==> config.mk <==
export PLATFORM = sky130hd
export DESIGN_NAME = salc_ram
export DESIGN_NICKNAME = d
export VERILOG_FILES = /design/src/salc_ram.sv
export SDC_FILE = /design/constraint.sdc
export NUM_CORES = 1
export LEC_CHECK = 0
export ABC_AREA = 1
export BUFFER_PORTS_ARGS = -buffer_cell sky130_fd_sc_hd__buf_4
export CORE_MARGIN = 2
export CORE_UTILIZATION = 45
export CTS_BUF_LIST = sky130_fd_sc_hd__clkbuf_8 sky130_fd_sc_hd__clkbuf_16
export CTS_CLUSTER_SIZE = 30
export DETAILED_ROUTE_END_ITERATION = 6
export SLEW_MARGIN = 5
export SYNTH_ARGS = -nofsm -noshare
export SYNTH_HDL_FRONTEND = slang
export SYNTH_SLANG_ARGS = --single-unit
==> constraint.sdc <==
create_clock -name clk -period 1.33 [get_ports clk]
set_clock_uncertainty 0.15 [all_clocks]
set_input_delay 0.0665 -clock clk [delete_from_list [all_inputs] [get_ports clk]]
set_output_delay 0.0665 -clock clk [all_outputs]
set_load 0.005 [all_outputs]
==> src/salc_ram.sv <==
// Generic single-write, single-read RAM with registered read data.
module salc_ram #(
  parameter int WIDTH = 8,
  parameter int DEPTH = 16
) (
  input  logic                     clk,
  input  logic                     we,
  input  logic [$clog2(DEPTH)-1:0] waddr,
  input  logic [WIDTH-1:0]         wdata,
  input  logic [$clog2(DEPTH)-1:0] raddr,
  output logic [WIDTH-1:0]         rdata
);

  logic [WIDTH-1:0] mem_r [DEPTH];
  logic [WIDTH-1:0] rd_r;

  always_ff @(posedge clk) begin
    if (we) begin
      mem_r[waddr] <= wdata;
    end
    rd_r <= mem_r[raddr];
  end

  assign rdata = rd_r;

endmodule

==> flow_metrics.env <==
export IMPL_cts_tree="built"
export IMPL_place_gp_congestion=0.9407
export IMPL_vias_per_cell=4.893
export IMPL_max_clock_path_buffers=2
export IMPL_grt_pass1_vias=3738
export IMPL_postRouteWirelength_mm=13.27
export IMPL_fillers=1116
export IMPL_drc_errors=0
export IMPL_ir_drop_uv=702.6
export IMPL_cp_start_kind="primary input"
export IMPL_crit_slowest_cell="dlygate4sd3_1"
export IMPL_grt_pass1_wl_mm=20.16
export IMPL_critPathMaxStageDelay_ns=0.54
export IMPL_synth_edff_count=128
export IMPL_worst_pin_slew_ns=0.2780
export IMPL_synth_top_area_cell="edfxtp_1"
export IMPL_start_util=0.4588
export IMPL_dp_hpwl_mm=8.554
export IMPL_crit_chain="dlygate4sd3_1 > buf_4 > inv_1 > buf_4 > nand3_1 > nand3_1 > nand2_1"
export IMPL_fin_nets=624
export IMPL_fin_cells=791
export IMPL_synth_most_common_cell="nand2_1"
export IMPL_design_die_area_mm2=0.01374
export IMPL_die_x_um=117.2
export IMPL_setup_viol=0
export IMPL_yosys_warnings=0
export IMPL_synthTopCellsByArea="edfxtp_1 67%, nand2_1 11%, nand3_1 8.4%, inv_1 6.5%, dfxtp_1 2.8%"
export IMPL_crit_type="in2reg"
export IMPL_clock_root_buffer="clkbuf_16"
export IMPL_synth_fp_nets=569
export IMPL_cap_violations=0
export IMPL_first_iter_violations=287
export IMPL_cp_data_required_time_ns=1.48
export IMPL_async_flop_share=0
export IMPL_area_growth_pct=20.09
export IMPL_period_needed_ns=1.266
export IMPL_io_pins=26
export IMPL_period_share=0.9517
export IMPL_htree_levels=4
export IMPL_synth_flop_cell="edfxtp_1"
export IMPL_gr_total_overflow=0
export IMPL_path_max_fanout=17
export IMPL_syn_cell_area_mm2=0.005767
export IMPL_timing_hold_ws_ns=0.03347
export IMPL_portBuffers=25
export IMPL_min_path_type="in2reg"
export IMPL_tns_ns=0
export IMPL_path_buf_inv=4
export IMPL_dp_cells=749
export IMPL_antennaDiodeCount=0
export IMPL_rows=41
export IMPL_final_hold_viol_count=0
export IMPL_grt_max_degree=65
export IMPL_cts_sinks=136
export IMPL_drv_slew=0
export IMPL_crit_family="buffers and inverters"
export IMPL_maxSlewHeadroom=0.8147
export IMPL_track_usage=0.2080
export IMPL_p_leak_nw=3.026
export IMPL_dr_pass1_iters=5
export IMPL_core_area_mm2=0.01257
export IMPL_critPathCaptureType="register"
export IMPL_stdcell_area_mm2=0.006925
export IMPL_ant_nets=0
export IMPL_antenna_found_initial=0
export IMPL_rsz0062_at_grt="false"
export IMPL_clock_fmax_mhz=790.0
export IMPL_drive_gt1_frac=0.1228
export IMPL_multi_input_area_mm2=0.001214
export IMPL_placed_cell_area_mm2=0.006254
export IMPL_outcome="finished clean"
export IMPL_synth_common_cells="173 x nand2_1, 128 x edfxtp_1, 100 x inv_1"
export IMPL_ys_types=12
export IMPL_path_clk_slew_ns=0.06
export IMPL_p_per_area_mw_per_mm2=1445
export IMPL_numCtsBuffers=17
export IMPL_ys_ff_latch=136
export IMPL_avgSynthCellArea_um2=10.47
export IMPL_arrival_ns=1.42
export IMPL_synth_top_cell_area_share=0.6665
export IMPL_dr_total_vias=3870
export IMPL_cts_resized=0
export IMPL_dieHeight_um=117.2
export IMPL_insertion_delay_ns=0.42
export IMPL_post_route_util=0.5510
export IMPL_ys_seq_area_frac=0.6943
export IMPL_seq_area_mm2=0.004004
export IMPL_syn_inst=551
export IMPL_wl_per_cell_um=16.77
per-layer routing:
layer,global-route usage,routed length (µm)
met1,0.2629,5729
met2,0.3490,6611
met3,0.04325,633
met4,0.08784,293
met5,0,0
worst register-to-register path: stages (launching register included):
cell and delay, ns:
edfxtp_1 0.35, inv_1 0.06, nand2_1 0.04, nand3_1 0.14, nand3_1 0.10, nand3_1 0.12, nand2_1 0.09
final cells by class:
cell class	count	area share
Clock buffer	17	0.06143
Clock inverter	15	0.02114
Inverter	102	0.05528
Multi-Input combinational cell	289	0.1752
Sequential cell	136	0.5781
Tap cell	172	0.03107
Timing Repair Buffer	60	0.07769
logic make-up (layout without fill, tap and decap cells):
family,count (synthesis),in the layout,synth area share
buf+inv,126,194,0.09525
flops,136,136,0.6943
simple gates,289,289,0.2105
cells in the final DEF, fill, tap and decap left out, types with 2 or more instances in the layout:
cell             n
clkbuf_16       17
clkinv_2         2
nand3_1         97
bufinv_16        3
buf_12           5
dlygate4sd3_1   10
edfxtp_1       128
inv_2            2
buf_4           45
dfxtp_1          8
clkinv_1         3
inv_1          105
nor2_1          17
nand2_1        173
nand3b_1         2
worst paths after layout:
| path | slack (ns) | from | cells after the start | endpoint |
|---|---|---|---|---|
| min | 0.03 | raddr[1] | 5 | rdata[6]$_DFF_P_ |
| max reg2reg | 0.17 | mem_r[15][2]$_DFFE_PP_ | 6 | rdata[2]$_DFF_P_ |
| min reg2reg | 0.52 | mem_r[10][6]$_DFFE_PP_ | 6 | rdata[6]$_DFF_P_ |
| max | 0.06 | raddr[2] | 7 | rdata[5]$_DFF_P_ |
per-stage QoR:
| step | total power, mW | setup WS (ns) |
|---|---|---|
| 3_3_place_gp | 5.550 | 0.07557 |
| 2_1_floorplan | 5.244 | 0.1627 |
| 6_report | 10.01 | 0.06418 |
| 3_5_place_dp | 5.559 | 0.04958 |
| 4_1_cts | 10.07 | 0.07688 |
| 5_1_grt | 10.33 | 0.02488 |
flip-flops by register name, indices dropped and copies added (netlist names):
| signal | flops |
|---|---|
| rdata | 8 |
| mem_r | 128 |
report_power, final:
part	total (mW)	switching (mW)	internal, mW	leakage (nW)
sequential	4.83	0.0324	4.79	1.22
clock	4.52	1.64	2.88	0.295
combinational	0.665	0.422	0.243	1.51
total	10.0	2.09	7.92	3.03
what timing repair did:
item | 4_1_cts | 5_1_grt
buffers inserted | 0 | 0
hold buffers | 10 | 0
endpoints found under the hold margin | 136 | 0
(Power assumes the default switching activity.)
